File: src/rtl/mmf_pkg.sv
// ----------------------------------------------------------------------------
// mmf_pkg: shared types and helpers for the 3x3 median/mean filter
// Pixel and column types, register indexes, mean reciprocal and the small
// compare-and-select functions used by the window cells and the stats pipe.
// ----------------------------------------------------------------------------
package mmf_pkg;

  localparam int MAX_WIDTH_DEF    = 1024;
  localparam int MAX_HEIGHT_DEF   = 1024;
  localparam int PIX_W            = 8;
  localparam int CFG_W            = 11;
  localparam int CFG_IDX_W        = 2;
  localparam int FRAME_WIDTH_RST  = 640;
  localparam int FRAME_HEIGHT_RST = 480;

  // sum of nine pixels, and 2^16/9 rounded up: exact truncated mean up to 9*255
  localparam int                 SUM_W      = 12;
  localparam int                 RECIP_W    = 13;
  localparam logic [RECIP_W-1:0] MEAN_RECIP = 13'd7282;
  localparam int                 MEAN_SHIFT = 16;

  localparam logic MODE_MEDIAN = 1'b0;
  localparam logic MODE_MEAN   = 1'b1;

  typedef enum logic [CFG_IDX_W-1:0] {
    REG_FRAME_WIDTH  = 2'd0,
    REG_FRAME_HEIGHT = 2'd1,
    REG_MODE         = 2'd2
  } cfg_reg_t;

  typedef logic [PIX_W-1:0] pix_t;

  // one window column, top row first
  typedef struct packed {
    pix_t top;
    pix_t mid;
    pix_t bot;
  } pix3_t;

  typedef struct packed {
    logic interior;
    logic last;
    logic mode;
  } item_ctl_t;

  function automatic pix_t min2(pix_t a, pix_t b);
    return (a < b) ? a : b;
  endfunction

  function automatic pix_t max2(pix_t a, pix_t b);
    return (a < b) ? b : a;
  endfunction

  function automatic pix_t med3(pix_t a, pix_t b, pix_t c);
    return max2(min2(a, b), min2(max2(a, b), c));
  endfunction

  // ascending: top = smallest, bot = largest
  function automatic pix3_t sort3(pix3_t v);
    pix3_t s;
    s.top = min2(min2(v.top, v.mid), v.bot);
    s.mid = med3(v.top, v.mid, v.bot);
    s.bot = max2(max2(v.top, v.mid), v.bot);
    return s;
  endfunction

endpackage

File: src/rtl/mmf_wcell.sv
// ----------------------------------------------------------------------------
// mmf_wcell: one column of the 3x3 window
// Loads its input column (the new column or its neighbor's) on every shift and presents the column sorted.
// ----------------------------------------------------------------------------
module mmf_wcell (
  input  logic           clk,
  input  logic           shift,
  input  mmf_pkg::pix3_t col_in,
  output mmf_pkg::pix3_t col,
  output mmf_pkg::pix3_t col_sorted
);

  always_ff @(posedge clk) begin
    if (shift) begin
      col <= col_in;
    end
  end

  assign col_sorted = mmf_pkg::sort3(col);

endmodule

File: config.mk
export PLATFORM = sky130hd
export DESIGN_NAME = mmf_wcell
export DESIGN_NICKNAME = d
export VERILOG_FILES = /design/src/rtl/mmf_pkg.sv /design/src/rtl/mmf_wcell.sv
export SDC_FILE = /design/constraint.sdc
export NUM_CORES = 1
export LEC_CHECK = 0
export ABC_AREA = 0
export BUFFER_PORTS_ARGS = -buffer_cell sky130_fd_sc_hd__buf_4
export CORE_MARGIN = 1
export CORE_UTILIZATION = 35
export DETAILED_ROUTE_END_ITERATION = 8
export PLACE_DENSITY = 0.62
export SETUP_SLACK_MARGIN = 0.4
export SLEW_MARGIN = 15
export SYNTH_ARGS = -nofsm -noshare
export SYNTH_HDL_FRONTEND = slang
export SYNTH_SLANG_ARGS = --single-unit
File: constraint.sdc
create_clock -name clk -period 16 [get_ports clk]
set_input_delay 3.2 -clock clk [delete_from_list [all_inputs] [get_ports clk]]
set_output_delay 3.2 -clock clk [all_outputs]
set_load 0.01 [all_outputs]
== Word level (Yosys, flattened, before mapping) ==
Index checks and enable logic that the tools add are counted.

* Output and inout bits: 48
* Input port bits: 26
* Logic and storage cells: 13
* Bits in registers: 24

* $lt $le $gt $ge: 4
* Multiplexer cells: 6

{| class="wikitable"
|+ Operators by type and width
! cell !! count
|-
| $mux W8 || 6
|-
| $lt A8 B8 Y1 || 4
|}

== Logic depth before layout (Yosys ltp) ==
Gate-level depths: netlist (run 1).

* Word-level depth: 6
* Depth in mapped cells: 24
* Gate-level depth less buffers: 21

== Least setup slack after synthesis (run 1) ==
No wires, ideal clock.

* Path type: register to output
* Start: register col[14] in the netlist's numbering
* End: output port col_sorted[10] in the netlist's numbering
* Path buffers: 3
* Slack: 8.018 ns
* Arrival: 4.782 ns
* Required time: 12.800 ns
* Cell stages (with the launch flop): 25
* Path through: edfxtp_1 > inv_1 > ha_1 > a21o_1 > a21oi_1 > o211ai_2 > nand2_1 > buf_2 > mux2_2 > ha_1 > nand2_1 > o21ai_0 > nor3_1 > a31oi_4 > buf_4 > mux2i_1 > ha_1 > nand4_1 > nor2_1 > o21ai_0 > nand3b_1 > nor2_1 > a31o_2 > buf_2 > mux2i_1

{| class="wikitable"
|+ RTL lines
! item !! RTL line !! RTL
|-
| start: declaration || mmf_wcell.sv:9 || <nowiki>output mmf_pkg::pix3_t col,</nowiki>
|-
| start signal: assignment || mmf_wcell.sv:15 || <nowiki>col <= col_in;</nowiki>
|-
| end: declaration || mmf_wcell.sv:10 || <nowiki>output mmf_pkg::pix3_t col_sorted</nowiki>
|}

==> results of run 1 <==
## stage by stage
step	hold WS, ns	instances	total power, W
floorplan	3.30	179	0.000204
global placement	3.38	321	0.000272
detailed placement	3.38	321	0.000273
CTS	3.10	325	0.000310
global route	3.10	325	0.000329
finish	3.11	325	0.000305
## power groups by stage
stage                clock, W  combinational (W)  sequential [W]
detailed placement          0           0.000191       0.0000818
global route        0.0000394           0.000208       0.0000813
global placement            0           0.000191       0.0000816
CTS                 0.0000368           0.000192       0.0000804
finish              0.0000351           0.000190       0.0000802
floorplan                   0           0.000121       0.0000826
## routing by layer
metal / vias to the layer above / routed length (µm) / GRT usage
met5: - / 0 / 0
met4: 0 / 26 / 0.0333
met3: 2 / 156 / 0.0153
met2: 41 / 2100 / 0.249
met1: 758 / 2160 / 0.214
li1: 815 / - / -
## layout make-up
type                            count  area, µm²
Timing Repair Buffer               73        548
Sequential cell                    24        721
Multi-Input combinational cell    127       1180
Clock inverter                      1       3.75
Clock buffer                        3       41.3
Fill cell                         541       2860
Inverter                           25       93.8
Tap cell                           72       90.1
## cell usage in the layout, fill, tap and decap left out, types with 2 or more instances in the layout
cell type,count
mux2_2,21
o21a_1,2
ha_1,28
nand3_1,2
clkbuf_8,3
edfxtp_1,24
inv_1,25
o21ai_0,6
a21oi_1,11
buf_4,73
nand4_1,3
nand2_1,3
nand2b_1,3
a21o_1,4
nor2_1,6
mux2i_1,23
## logic make-up (layout without fill, tap and decap cells)
family	Yosys count	count (layout)	synth area share
fa+ha+maj	28	28	0.174
simple gates	23	23	0.0596
flops	24	24	0.358
compound gates	32	32	0.122
mux	44	44	0.232
buf+inv	28	102	0.0552
## path summary, 6_finish.rpt
path  startpoint              to  slack [ns]  cells after the start
max      col[14]  col_sorted[13]        7.09                     22
min    col_in[3]          col[3]        3.11                      1
==> summary.txt, run 1 <==
# DRC: 0
Routed via count: 1616
Post-synthesis async set-or-reset flop share: 0
Setup violation total in the final timing report: 0
Max FFs per register: 24
Core ar.: 5540 µm²
Sequential Power Share: 0.263
Max-cap violation count: 0
Setup WS post-layout: 7.09 ns
Final layout net count: 308
H-tree levels: 1
Antenna diode count: 0
Layout area overhead: 33.0%
First-pass DRT Iterations: 4
Clock Power Share: 0.115
Initial core utilization: 0.364
Final Hold Viols: 0
Most flops, register: col
Die X: 77.9 µm
Worst slack, placed: 7.33 ns
Maximum vdd drop: 51.3 µV
EDFF count, synth: 24
Wire length per cell: 13.7 µm
Ys flop type: edfxtp_1
Root Buffer: clkbuf_8
Relative slew slack: 0.581
Most area-consuming cells after synthesis: edfxtp_1 (36%), ha_1 (17%), mux2_2 (12%)
I/O Pins: 74
Crit Path Max Fanout: 16
Final Routed Wirelength: 4.45 mm
Row count: 27
Design Area, Final: 2680 µm²
Die height: 77.9 µm
Clock Tree Buf Depth: 2
Min Tclk post-route: 8.91 ns
Layout cells sized above 1: 0.407
GP Congestion: 0.801
PD cells: 114 nW/µm²
Die area: 6070 µm²
Net Switching: 0.000116 W
Sink Count: 24
Via density: 4.97
Critical path cell sequence: inv_1 > ha_1 > a21o_1 > a21oi_1 > o211ai_2 > nand2_1 > mux2_2 > ha_1 > a21oi_1 > o21ai_0 > nor3_1 > a31oi_4 > mux2i_1 > ha_1 > a21oi_1 > nor2b_1 > o21ai_0 > nand3b_1 > nor2_1 > a31o_2 > mux2i_1 > buf_4
Clk slew on worst S/H paths: 0.08 ns
Fin Setup TNS: 0 ns
CTS tree: done
Internal: 0.000189 W
Final Core Density: 0.484
Mapped Nets: 233
Antenna-violating nets left: 0
Fmax: 112 MHz
Hold buffer count at cts: 0
Synth unique cells: 31
Total grt overflow: 0
Initial antenna violation count: 0
Worst path arrival time: 5.71 ns
Status: finished clean
Placed cell areas: 2640 µm²
Top Registers: col: 24 flops
Most frequent cells after synthesis: ha_1 (28), inv_1 (25), edfxtp_1 (24), mux2i_1 (23), mux2_2 (21)
# port buffers: 73
Global-route wire length before repair: 7.29 mm
Register area share after synthesis: 0.358
RSZ-0062 raised after global routing: false
Top delay family on crit path: compound AO/OA/AOI/OAI gates
Switching Share: 0.380
Max incr delay on CP: 0.55 ns
Post-synthesis register bit count: 24
Total global-route track usage: 0.151
Comb pwr share: 0.622
Worst slew pin tran: 0.628 ns
Final Max Tran Viols: 0
Worst setup SP type: register
Final period util: 0.557
CP max-delay cell: a31oi_4
Setup bufs post-CTS: 0
Synthesized cell area: 2020 µm²
Leakage: 1.32 nW
Yosys top cell area share: 0.358
Synthesized area per cell: 11.3 µm²
Vias in the first global route: 1580
Ys Warns: 0
Largest net degree at the start of global routing: 25
Critical Path End Type: output pin
HP Class: input pin to register
Initial DRC count: 82
Count leader, synth: ha_1
Crit path buffers/inverters: 2
Detailed placement HPWL: 3.77 mm
Required time of the critical path: 12.80 ns
Synth area leader: edfxtp_1
Syn Inst Count: 179
Setup Crit Path Kind: register to output pin
Total clock buffers created by CTS: 3
Post-CTS sizing: 0
Note: power is estimated with default switching activity, not from simulation.
==> run 2: changes to the inputs <==
- clock period: 16 -> 9 ns (I/O delays scaled with it)
==> summary.txt, run 2 (synthesis gave the netlist of run 1 again) <==
Final layout net count: 308
Worst path arrival time: 5.72 ns
Setup bufs post-CTS: 0
Comb pwr share: 0.622
Antenna-violating nets left: 0
Die X: 77.9 µm
Layout cells sized above 1: 0.407
H-tree levels: 1
Fmax: 133 MHz
Core ar.: 5540 µm²
Hold buffer count at cts: 0
I/O Pins: 74
Die height: 77.9 µm
Worst slew pin tran: 0.622 ns
Final Routed Wirelength: 4.47 mm
Via density: 4.93
Internal: 0.000336 W
Layout area overhead: 33.0%
Critical Path End Type: output pin
Largest net degree at the start of global routing: 25
Switching Share: 0.380
Root Buffer: clkbuf_8
Net Switching: 0.000206 W
Required time of the critical path: 7.20 ns
Tot Pwr: 0.000542 W
Sink Count: 24
Row count: 27
Max-cap violation count: 0
Final period util: 0.836
RSZ-0062 raised after global routing: false
Post-CTS sizing: 0
Initial DRC count: 54
Detailed placement HPWL: 3.77 mm
Status: finished clean
Clock Power Share: 0.115
Die area: 6070 µm²
Setup violation total in the final timing report: 0
PD cells: 202 nW/µm²
Leakage: 1.32 nW
Most common cell after layout, fill and taps aside: buf_4
Total clock buffers created by CTS: 3
Sequential Power Share: 0.263
GP Congestion: 0.802
Worst setup SP type: register
Final Max Tran Viols: 0
Initial core utilization: 0.364
Maximum vdd drop: 80.2 µV
Final Core Density: 0.484
Most frequent cells in the layout: buf_4 (73), ha_1 (28), inv_1 (25), edfxtp_1 (24), mux2i_1 (23)
Final Hold Viols: 0
Vias in the first global route: 1566
Total grt overflow: 0
Initial antenna violation count: 0
Min Tclk post-route: 7.52 ns
Crit Path Max Fanout: 16
# DRC: 0
HP Class: input pin to register
Fin Setup TNS: 0 ns
Relative slew slack: 0.585
Clock Tree Buf Depth: 2
Clk slew on worst S/H paths: 0.08 ns
Wire length per cell: 13.8 µm
Global-route wire length before repair: 7.38 mm
CTS tree: done
Top Registers: col: 24 flops
Antenna diode count: 0
Most flops, register: col
First-pass DRT Iterations: 4
# port buffers: 73
Total global-route track usage: 0.154
Setup Crit Path Kind: register to output pin
Routed via count: 1603
Max FFs per register: 24
## run 2: metrics by stage
stage,setup slack (ns),hold slack (ns),instances,cell area [µm²]
detailed placement,1.74,1.98,321,2640
CTS,1.42,1.70,325,2680
global route,0.935,1.69,325,2680
floorplan,2.42,1.90,179,2020
finish,1.48,1.71,325,2680
global placement,1.83,1.98,321,2640
## run 2: power by group through the flow
stage	registers, W	logic [W]	clock network, W
after CTS	0.000143	0.000343	0.0000649
final	0.000143	0.000337	0.0000622
after detailed placement	0.000145	0.000341	0
after floorplan	0.000147	0.000215	0
after global placement	0.000145	0.000339	0
after global routing	0.000144	0.000373	0.0000699
## run 2: routing by layer
metal / global-route usage / vias up / share of wire
li1: - / 815 / -
met1: 0.219 / 747 / 0.49
met2: 0.245 / 39 / 0.46
met3: 0.0235 / 2 / 0.041
met4: 0.0333 / 0 / 0.0060
met5: 0 / - / 0
## run 2: layout make-up
type                            instances  area (µm²)
Fill cell                             548        2860
Clock inverter                          1        3.75
Inverter                               25        93.8
Tap cell                               72        90.1
Sequential cell                        24         721
Multi-Input combinational cell        127        1180
Timing Repair Buffer                   73         548
Clock buffer                            3        41.3
## run 2: worst paths after layout
| kind | start | endpoint | slack (ns) | cells past startpoint |
|---|---|---|---|---|
| min | col_in[18] | col[18] | 1.71 | 1 |
| max | col[14] | col_sorted[8] | 1.48 | 22 |
## run 2: critical path, stage by stage (launching register included)
cell and delay, ns:
edfxtp_1 0.40, inv_1 0.06, ha_1 0.31, a21o_1 0.18, a21oi_1 0.22, o211ai_2 0.15
nand2_1 0.45, mux2_2 0.43, ha_1 0.30, a21oi_1 0.06, o21ai_0 0.29, nor3_1 0.13
a31oi_4 0.54, mux2i_1 0.34, ha_1 0.30, a21oi_1 0.14, nor2b_1 0.06, o21ai_0 0.15
nand3b_1 0.11, nor2_1 0.10, a31o_2 0.33, mux2i_1 0.25, buf_4 0.15
