===== src/rtl/mmf_pkg.sv =====
// ----------------------------------------------------------------------------
// mmf_pkg: shared types and helpers for the 3x3 median/mean filter
// Pixel and column types, register indexes, mean reciprocal and the small
// compare-and-select functions used by the window cells and the stats pipe.
// ----------------------------------------------------------------------------
package mmf_pkg;

  localparam int MAX_WIDTH_DEF    = 1024;
  localparam int MAX_HEIGHT_DEF   = 1024;
  localparam int PIX_W            = 8;
  localparam int CFG_W            = 11;
  localparam int CFG_IDX_W        = 2;
  localparam int FRAME_WIDTH_RST  = 640;
  localparam int FRAME_HEIGHT_RST = 480;

  // sum of nine pixels, and 2^16/9 rounded up: exact truncated mean up to 9*255
  localparam int                 SUM_W      = 12;
  localparam int                 RECIP_W    = 13;
  localparam logic [RECIP_W-1:0] MEAN_RECIP = 13'd7282;
  localparam int                 MEAN_SHIFT = 16;

  localparam logic MODE_MEDIAN = 1'b0;
  localparam logic MODE_MEAN   = 1'b1;

  typedef enum logic [CFG_IDX_W-1:0] {
    REG_FRAME_WIDTH  = 2'd0,
    REG_FRAME_HEIGHT = 2'd1,
    REG_MODE         = 2'd2
  } cfg_reg_t;

  typedef logic [PIX_W-1:0] pix_t;

  // one window column, top row first
  typedef struct packed {
    pix_t top;
    pix_t mid;
    pix_t bot;
  } pix3_t;

  typedef struct packed {
    logic interior;
    logic last;
    logic mode;
  } item_ctl_t;

  function automatic pix_t min2(pix_t a, pix_t b);
    return (a < b) ? a : b;
  endfunction

  function automatic pix_t max2(pix_t a, pix_t b);
    return (a < b) ? b : a;
  endfunction

  function automatic pix_t med3(pix_t a, pix_t b, pix_t c);
    return max2(min2(a, b), min2(max2(a, b), c));
  endfunction

  // ascending: top = smallest, bot = largest
  function automatic pix3_t sort3(pix3_t v);
    pix3_t s;
    s.top = min2(min2(v.top, v.mid), v.bot);
    s.mid = med3(v.top, v.mid, v.bot);
    s.bot = max2(max2(v.top, v.mid), v.bot);
    return s;
  endfunction

endpackage


===== src/rtl/mmf_stats.sv =====
// ----------------------------------------------------------------------------
// mmf_stats: median / mean pipeline and output register
// Stage A: reduce sorted columns to three candidates, add the nine pixels.
// Stage B: median of the candidates, multiply the sum by the reciprocal of 9.
// Output register: pick median, mean or the border pixel.
// ----------------------------------------------------------------------------
module mmf_stats (
  input  logic                    clk,
  input  logic                    rst,
  input  logic                    in_valid,
  output logic                    in_ready,
  input  mmf_pkg::pix3_t [2:0]    win,
  input  mmf_pkg::pix3_t [2:0]    win_sorted,
  input  mmf_pkg::pix_t           border,
  input  mmf_pkg::item_ctl_t      ctl,
  output logic                    out_valid,
  input  logic                    out_ready,
  output mmf_pkg::pix_t           out_pix,
  output logic                    out_last
);

  localparam int PROD_W = mmf_pkg::SUM_W + mmf_pkg::RECIP_W;

  logic                        sa_v;
  mmf_pkg::pix_t               sa_lo_max;
  mmf_pkg::pix_t               sa_med_med;
  mmf_pkg::pix_t               sa_hi_min;
  mmf_pkg::pix_t               sa_border;
  logic [mmf_pkg::SUM_W-1:0]   sa_sum;
  mmf_pkg::item_ctl_t          sa_ctl;

  logic                        sb_v;
  mmf_pkg::pix_t               sb_med;
  mmf_pkg::pix_t               sb_border;
  logic [PROD_W-1:0]           sb_prod;
  mmf_pkg::item_ctl_t          sb_ctl;

  logic                        sa_ready;
  logic                        sb_ready;
  logic                        out_free;

  logic [mmf_pkg::SUM_W-1:0]   win_sum;
  mmf_pkg::pix_t               lo_max;
  mmf_pkg::pix_t               med_med;
  mmf_pkg::pix_t               hi_min;

  always_comb begin
    win_sum = '0;
    for (int i = 0; i < 3; i++) begin
      win_sum = win_sum + mmf_pkg::SUM_W'(win[i].top) + mmf_pkg::SUM_W'(win[i].mid)
                + mmf_pkg::SUM_W'(win[i].bot);
    end
    // median of nine = median of (max of lows, median of mids, min of highs)
    lo_max  = mmf_pkg::max2(mmf_pkg::max2(win_sorted[0].top, win_sorted[1].top),
                            win_sorted[2].top);
    med_med = mmf_pkg::med3(win_sorted[0].mid, win_sorted[1].mid, win_sorted[2].mid);
    hi_min  = mmf_pkg::min2(mmf_pkg::min2(win_sorted[0].bot, win_sorted[1].bot),
                            win_sorted[2].bot);
  end

  assign out_free = !out_valid || out_ready;
  assign sb_ready = !sb_v || out_free;
  assign sa_ready = !sa_v || sb_ready;
  assign in_ready = sa_ready;

  always_ff @(posedge clk) begin
    if (rst) begin
      sa_v      <= 1'b0;
      sb_v      <= 1'b0;
      out_valid <= 1'b0;
    end else begin
      if (sa_ready) begin
        sa_v <= in_valid;
      end
      if (sb_ready) begin
        sb_v <= sa_v;
      end
      if (out_free) begin
        out_valid <= sb_v;
      end
    end
  end

  always_ff @(posedge clk) begin
    if (in_valid && sa_ready) begin
      sa_lo_max  <= lo_max;
      sa_med_med <= med_med;
      sa_hi_min  <= hi_min;
      sa_sum     <= win_sum;
      sa_border  <= border;
      sa_ctl     <= ctl;
    end
    if (sa_v && sb_ready) begin
      sb_med    <= mmf_pkg::med3(sa_lo_max, sa_med_med, sa_hi_min);
      sb_prod   <= PROD_W'(sa_sum) * PROD_W'(mmf_pkg::MEAN_RECIP);
      sb_border <= sa_border;
      sb_ctl    <= sa_ctl;
    end
    if (sb_v && out_free) begin
      if (!sb_ctl.interior) begin
        out_pix <= sb_border;
      end else if (sb_ctl.mode == mmf_pkg::MODE_MEAN) begin
        out_pix <= sb_prod[mmf_pkg::MEAN_SHIFT +: mmf_pkg::PIX_W];
      end else begin
        out_pix <= sb_med;
      end
      out_last <= sb_ctl.last;
    end
  end

endmodule


===== config.mk =====
export PLATFORM = sky130hd
export DESIGN_NAME = mmf_stats
export DESIGN_NICKNAME = d
export VERILOG_FILES = /design/src/rtl/mmf_pkg.sv /design/src/rtl/mmf_stats.sv
export SDC_FILE = /design/constraint.sdc
export NUM_CORES = 1
export LEC_CHECK = 0
export ABC_AREA = 1
export BUFFER_PORTS_ARGS = -buffer_cell sky130_fd_sc_hd__buf_2
export CORE_AREA = 2 2 148 150
export CTS_CLUSTER_DIAMETER = 80
export DETAILED_ROUTE_END_ITERATION = 7
export DIE_AREA = 0 0 150 152
export MAX_ROUTING_LAYER = met4
export PLACE_DENSITY_LB_ADDON = 0.05
export SYNTH_ARGS = -nofsm -noshare
export SYNTH_HDL_FRONTEND = slang
export SYNTH_SLANG_ARGS = --single-unit

===== constraint.sdc =====
create_clock -name clk -period 6 [get_ports clk]
set_input_delay 0.6 -clock clk [delete_from_list [all_inputs] [get_ports clk]]
set_output_delay 0.6 -clock clk [all_outputs]
set_load 0.1 [all_outputs]

; After elaboration in Yosys (flattened, before gate mapping)
; Cells that the tools add are included.
[op_classes]
addsub = 8
n_mul = 1
magnitude_cmp = 10
mux = 14
reduce_logical = 9
[op_table]
columns = op, count
row1 = $mux 8, 14
row2 = $lt 8x8->1, 10
row3 = $add 12x8->12, 4
row4 = $mul 12x12->23 const B, 1
row5 = $add 11x8->12, 1
row6 = $add 10x8->11, 1
row7 = $add 9x8->10, 1
row8 = $add 8x8->9, 1
row9 = $logic_and 1x1->1, 3
row10 = $logic_not 1->1, 3
row11 = $logic_or 1x1->1, 3
[totals]
ff_bits = 101
out_inout_bits = 11
wordCells = 61

; Longest topological paths before layout
[depth]
word_depth = 8
ltp_mapped = 31
ltp_nobuf = 28

; Worst setup path after synthesis
; Ideal clock, no wire load.
[synth_timing]
kind = reg-to-reg
startpoint = reg sa_sum[1] (netlist name)
endpoint = reg sb_prod[20], data pin
setup_time_ns = 0.258
arrival_ns = 4.416
required_ns = 5.742
slack_ns = 1.326
path_stages_with_launch = 22
n_path_buf = 0
period_less_slack_ns = 4.674
path_cell_list = edfxtp_1 fa_1 ha_1 inv_1 fa_1 inv_1 fa_1 inv_1 fa_1 inv_1 ha_1 a21oi_1 nor2_1 a2111oi_0 o41ai_1 nand2_1 nand2_1 nand2_1 nand2_1 nand3_1 nand2_1 xor2_1
[synth_between]
elab_chain_len = 1
[synth_rtl]
columns = element, line_no
row1 = from (decl), mmf_stats.sv:29  ; logic [mmf_pkg::SUM_W-1:0] sa_sum;
row2 = from (signal assigned), mmf_stats.sv:89  ; sa_sum <= win_sum;
row3 = $mul 12x12->23, mmf_stats.sv:95  ; sb_prod <= PROD_W'(sa_sum) * PROD_W'(mmf_pkg::MEAN_RECIP);
row4 = to (signal assigned), mmf_stats.sv:95
row5 = to (decl), mmf_stats.sv:35  ; logic [PROD_W-1:0] sb_prod;
; No other way between the ends.
; A chain may end at the register's enable or synchronous reset.

; Worst setup path after layout
[layout_timing]
startpoint = reg sa_lo_max[7]
endpoint = reg sb_med[4], data pin
[layout_between]
elab_chain_len = 6
elab_cells_between_ends = 7
classes_between = order compare (3) / mux (4)
[layout_rtl]
columns = element, line_no
row1 = from (decl), mmf_stats.sv:25  ; mmf_pkg::pix_t sa_lo_max;
row2 = from (signal assigned), mmf_stats.sv:86  ; sa_lo_max <= lo_max;
row3 = $lt 8x8->1, "mmf_pkg.sv:47, mmf_pkg.sv:51"
row4 = $mux 8, mmf_pkg.sv:51  ; return (a < b) ? b : a;
row5 = $lt 8x8->1, mmf_pkg.sv:47  ; return (a < b) ? a : b;
row6 = $mux 8, mmf_pkg.sv:47
row7 = $lt 8x8->1, mmf_pkg.sv:51
row8 = $mux 8 *, mmf_pkg.sv:51
row9 = to (signal assigned), mmf_stats.sv:94  ; sb_med <= mmf_pkg::med3(sa_lo_max, sa_med_med, sa_hi_min);
row10 = to (decl), mmf_stats.sv:33  ; mmf_pkg::pix_t sb_med;
; Every way passes the cells marked *; elsewhere a longest branch is shown, timed or not.

==> qor.txt <==
Worst slew pin tran: 1.04 ns
Post-cts sizing count: 0
Multi-input gate area: 5820 sq um
RSZ-0062 raised after global routing: false
Slew headroom: 0.305
XOR/XNOR Fraction of Synth Area: 0.0180
Tcrit/Tclk final: 0.821
Top-area cell type share of the netlist area: 0.270
Final WL: 17.2 mm
IO Pins: 170
Final setup fails: 0
Crit path DAT: 5.01 ns
Worst path required time: 6.09 ns
Post-synthesis cell area: 9230 sq um
Multiplexer area fraction after synthesis: 0
Syn nets: 1405
Diodes inserted: 0
Distinct cell type count after synthesis: 34
Leading cell types in the layout, fill and taps excluded: 206 x inv_1, 200 x nand2_1, 169 x buf_2
Crit end category: flop
Core area: 21400 sq um
Startpoint types: flop
CTS tree: yes
Die area: 22800 sq um
Area Overhead vs Synth: 15.5%
CTS Hold Bufs: 0
Status: completed
Starting density of the core: 0.432
Storage cell area: 2550 sq um
Nets: 1570
Placed standard-cell area: 10300 sq um
Final Hold Vio Count: 0
Vias in the first global route: 6575
Vias post-DR: 6752
Yosys top cell by area: edfxtp_1
Largest net degree at the start of global routing: 48
Clock root buffer: clkbuf_16
Fraction of the mapped netlist area in simple logic gates: 0.133
Seq/Total Area, Yosys: 0.276
Dpl ws: 1.07 ns
Seq cells post-synth: 86
RD Place Congestion: 0.812
Total clock sinks: 86
Total negative setup slack: 0 ns
Die width: 150 microns
Drt drc: 0
WS Path Type: reg2reg
Total setup buffers inserted after CTS: 0
Post-synthesis compound-gate area fraction: 0.0966
Standard-cell row count: 54
Mean Syn Cell Area: 9.11 sq um
Total GRT Usage: 0.160
Area contributors post-synth: edfxtp_1 27%, ha_1 20%, fa_1 18%, inv_1 8.4%, nand2_1 8.1%
Post-Synth Adder-Cell Area: 0.383
Clk Latency, worst-skew pair: 0.35 ns
Total CTS buffers: 9
DR pass1 iterations: 4
Post-route setup slack: 1.08 ns
Fmax: 0.203 GHz
Share of cells above drive strength 1: 0.175
Clk_skew: 0.00944 ns
PortBufs: 169
Initial antenna violation count: 0
Number of max-cap violations: 0
Die Height: 152 microns
Final slew viol count: 0
Largest family of logic cells by synthesized area: adder cells
Final instance area: 10700 sq um
DR vias/cell: 4.61
Mean routed wirelength per cell: 11.7 microns
GRT Residual Overflow: 0
First-pass GRT wire length: 28.9 mm
Warnings from Yosys: 0
Clock-pin transition on the worst setup and hold timing paths: 0.07 ns
Leading cell type in the layout, fill and taps excluded: inv_1
Critical path peak fanout: 31
Remaining antenna violation count after routing: 0
Filler instances: 2085
CTS Buffer Depth: 2
Hold Crit Class: reg2reg
DP HPWL: 14.9 mm
Period minus WS final: 4.92 ns
H-tree depth: 3
1st-iter DRT viols: 187
Cell count after synthesis: 1014
==> layer usage <==
layer | global-route usage | vias up | wire [microns]
li1 | - | 3626 | -
met1 | 0.203 | 3009 | 7980
met2 | 0.270 | 102 | 8490
met3 | 0.0216 | 15 | 455
met4 | 0.0413 | 0 | 261
met5 | - | - | 0
==> layout make-up <==
type	count	area share
Inverter	207	0.0729
Multi-Input combinational cell	706	0.546
Clock buffer	10	0.0224
Sequential cell	86	0.239
Tap cell	280	0.0329
Clock inverter	6	0.00704
Timing Repair Buffer	169	0.0793
==> kinds of logic after synthesis <==
kind of cell | after synthesis
buffers and inverters | 222
XOR/XNOR | 19
adder cells (fa/ha/maj) | 232
AO/OA/AOI/OAI | 160
AND/OR/NAND/NOR | 295
flip-flops | 86
==> worst paths after layout <==
| kind | slack [ns] | end | depth (start not counted) | startpoint |
|---|---|---|---|---|
| worst max register to register | 1.08 | sb_med[4] | 21 | sa_lo_max[7] |
| worst min-delay path | 0.42 | sb_ctl[1] | 0 | sa_ctl[1] |
| worst min register to register | 0.42 | sb_ctl[1] | 0 | sa_ctl[1] |
| worst max-delay path | 1.08 | sb_med[4] | 21 | sa_lo_max[7] |
==> cells in the mapped netlist, drive strengths merged <==
| cell type | instances |
|---|---|
| inv | 207 |
| edfxtp | 83 |
| o211ai | 5 |
| a21oi | 61 |
| a21boi | 1 |
| dfxtp | 3 |
| nor2 | 42 |
| o21ai | 71 |
| a211oi | 7 |
| clkbuf | 5 |
| a21o | 1 |
| o41ai | 1 |
| nand4 | 5 |
| ha | 148 |
| a31oi | 8 |
| and2 | 4 |
| xnor2 | 4 |
| a2111oi | 1 |
| buf | 10 |
| fa | 84 |
| nor3 | 1 |
| o21a | 3 |
| nand3 | 27 |
| o21bai | 1 |
| nand2 | 216 |
| xor2 | 15 |
==> sequential cells by signal, summed over array words and instances (netlist names) <==
signal / cells
sa_ctl: 3
out_last: 1
sa_lo_max: 8
out_valid: 1
sb_v: 1
sa_border: 8
sa_med_med: 8
sb_med: 8
sb_ctl: 3
sa_sum: 12
sa_hi_min: 8
sb_prod: 8
sb_border: 8
sa_v: 1
out_pix: 8
==> per-stage QoR <==
step,hold WS (ns),instances,utilization
finish,0.421,1464,0.499
floorplan,0.400,1014,-
detailed placement,0.405,1448,0.485
global placement,0.405,1448,0.485
CTS,0.407,1464,0.499
global route,0.409,1464,0.499
==> critical path, stage by stage (launching register included) <==
cell      delay (ns)
edfxtp_1        0.44
ha_1            0.34
a21oi_1         0.17
o21a_1          0.18
nand2_2         0.29
o21ai_0         0.41
ha_1            0.32
a21oi_1         0.13
nor2_1          0.05
a211oi_1        0.35
nand2_2         0.23
inv_1           0.11
nand2_1         0.05
o21ai_0         0.16
inv_1           0.08
ha_1            0.30
a21oi_1         0.15
nor2_1          0.06
a211oi_2        0.54
nand2_4         0.15
nand2_1         0.09
nand2_1         0.08
Power is not shown: default switching activity piles up to over one toggle a cycle in this logic, so the estimate is an artifact.
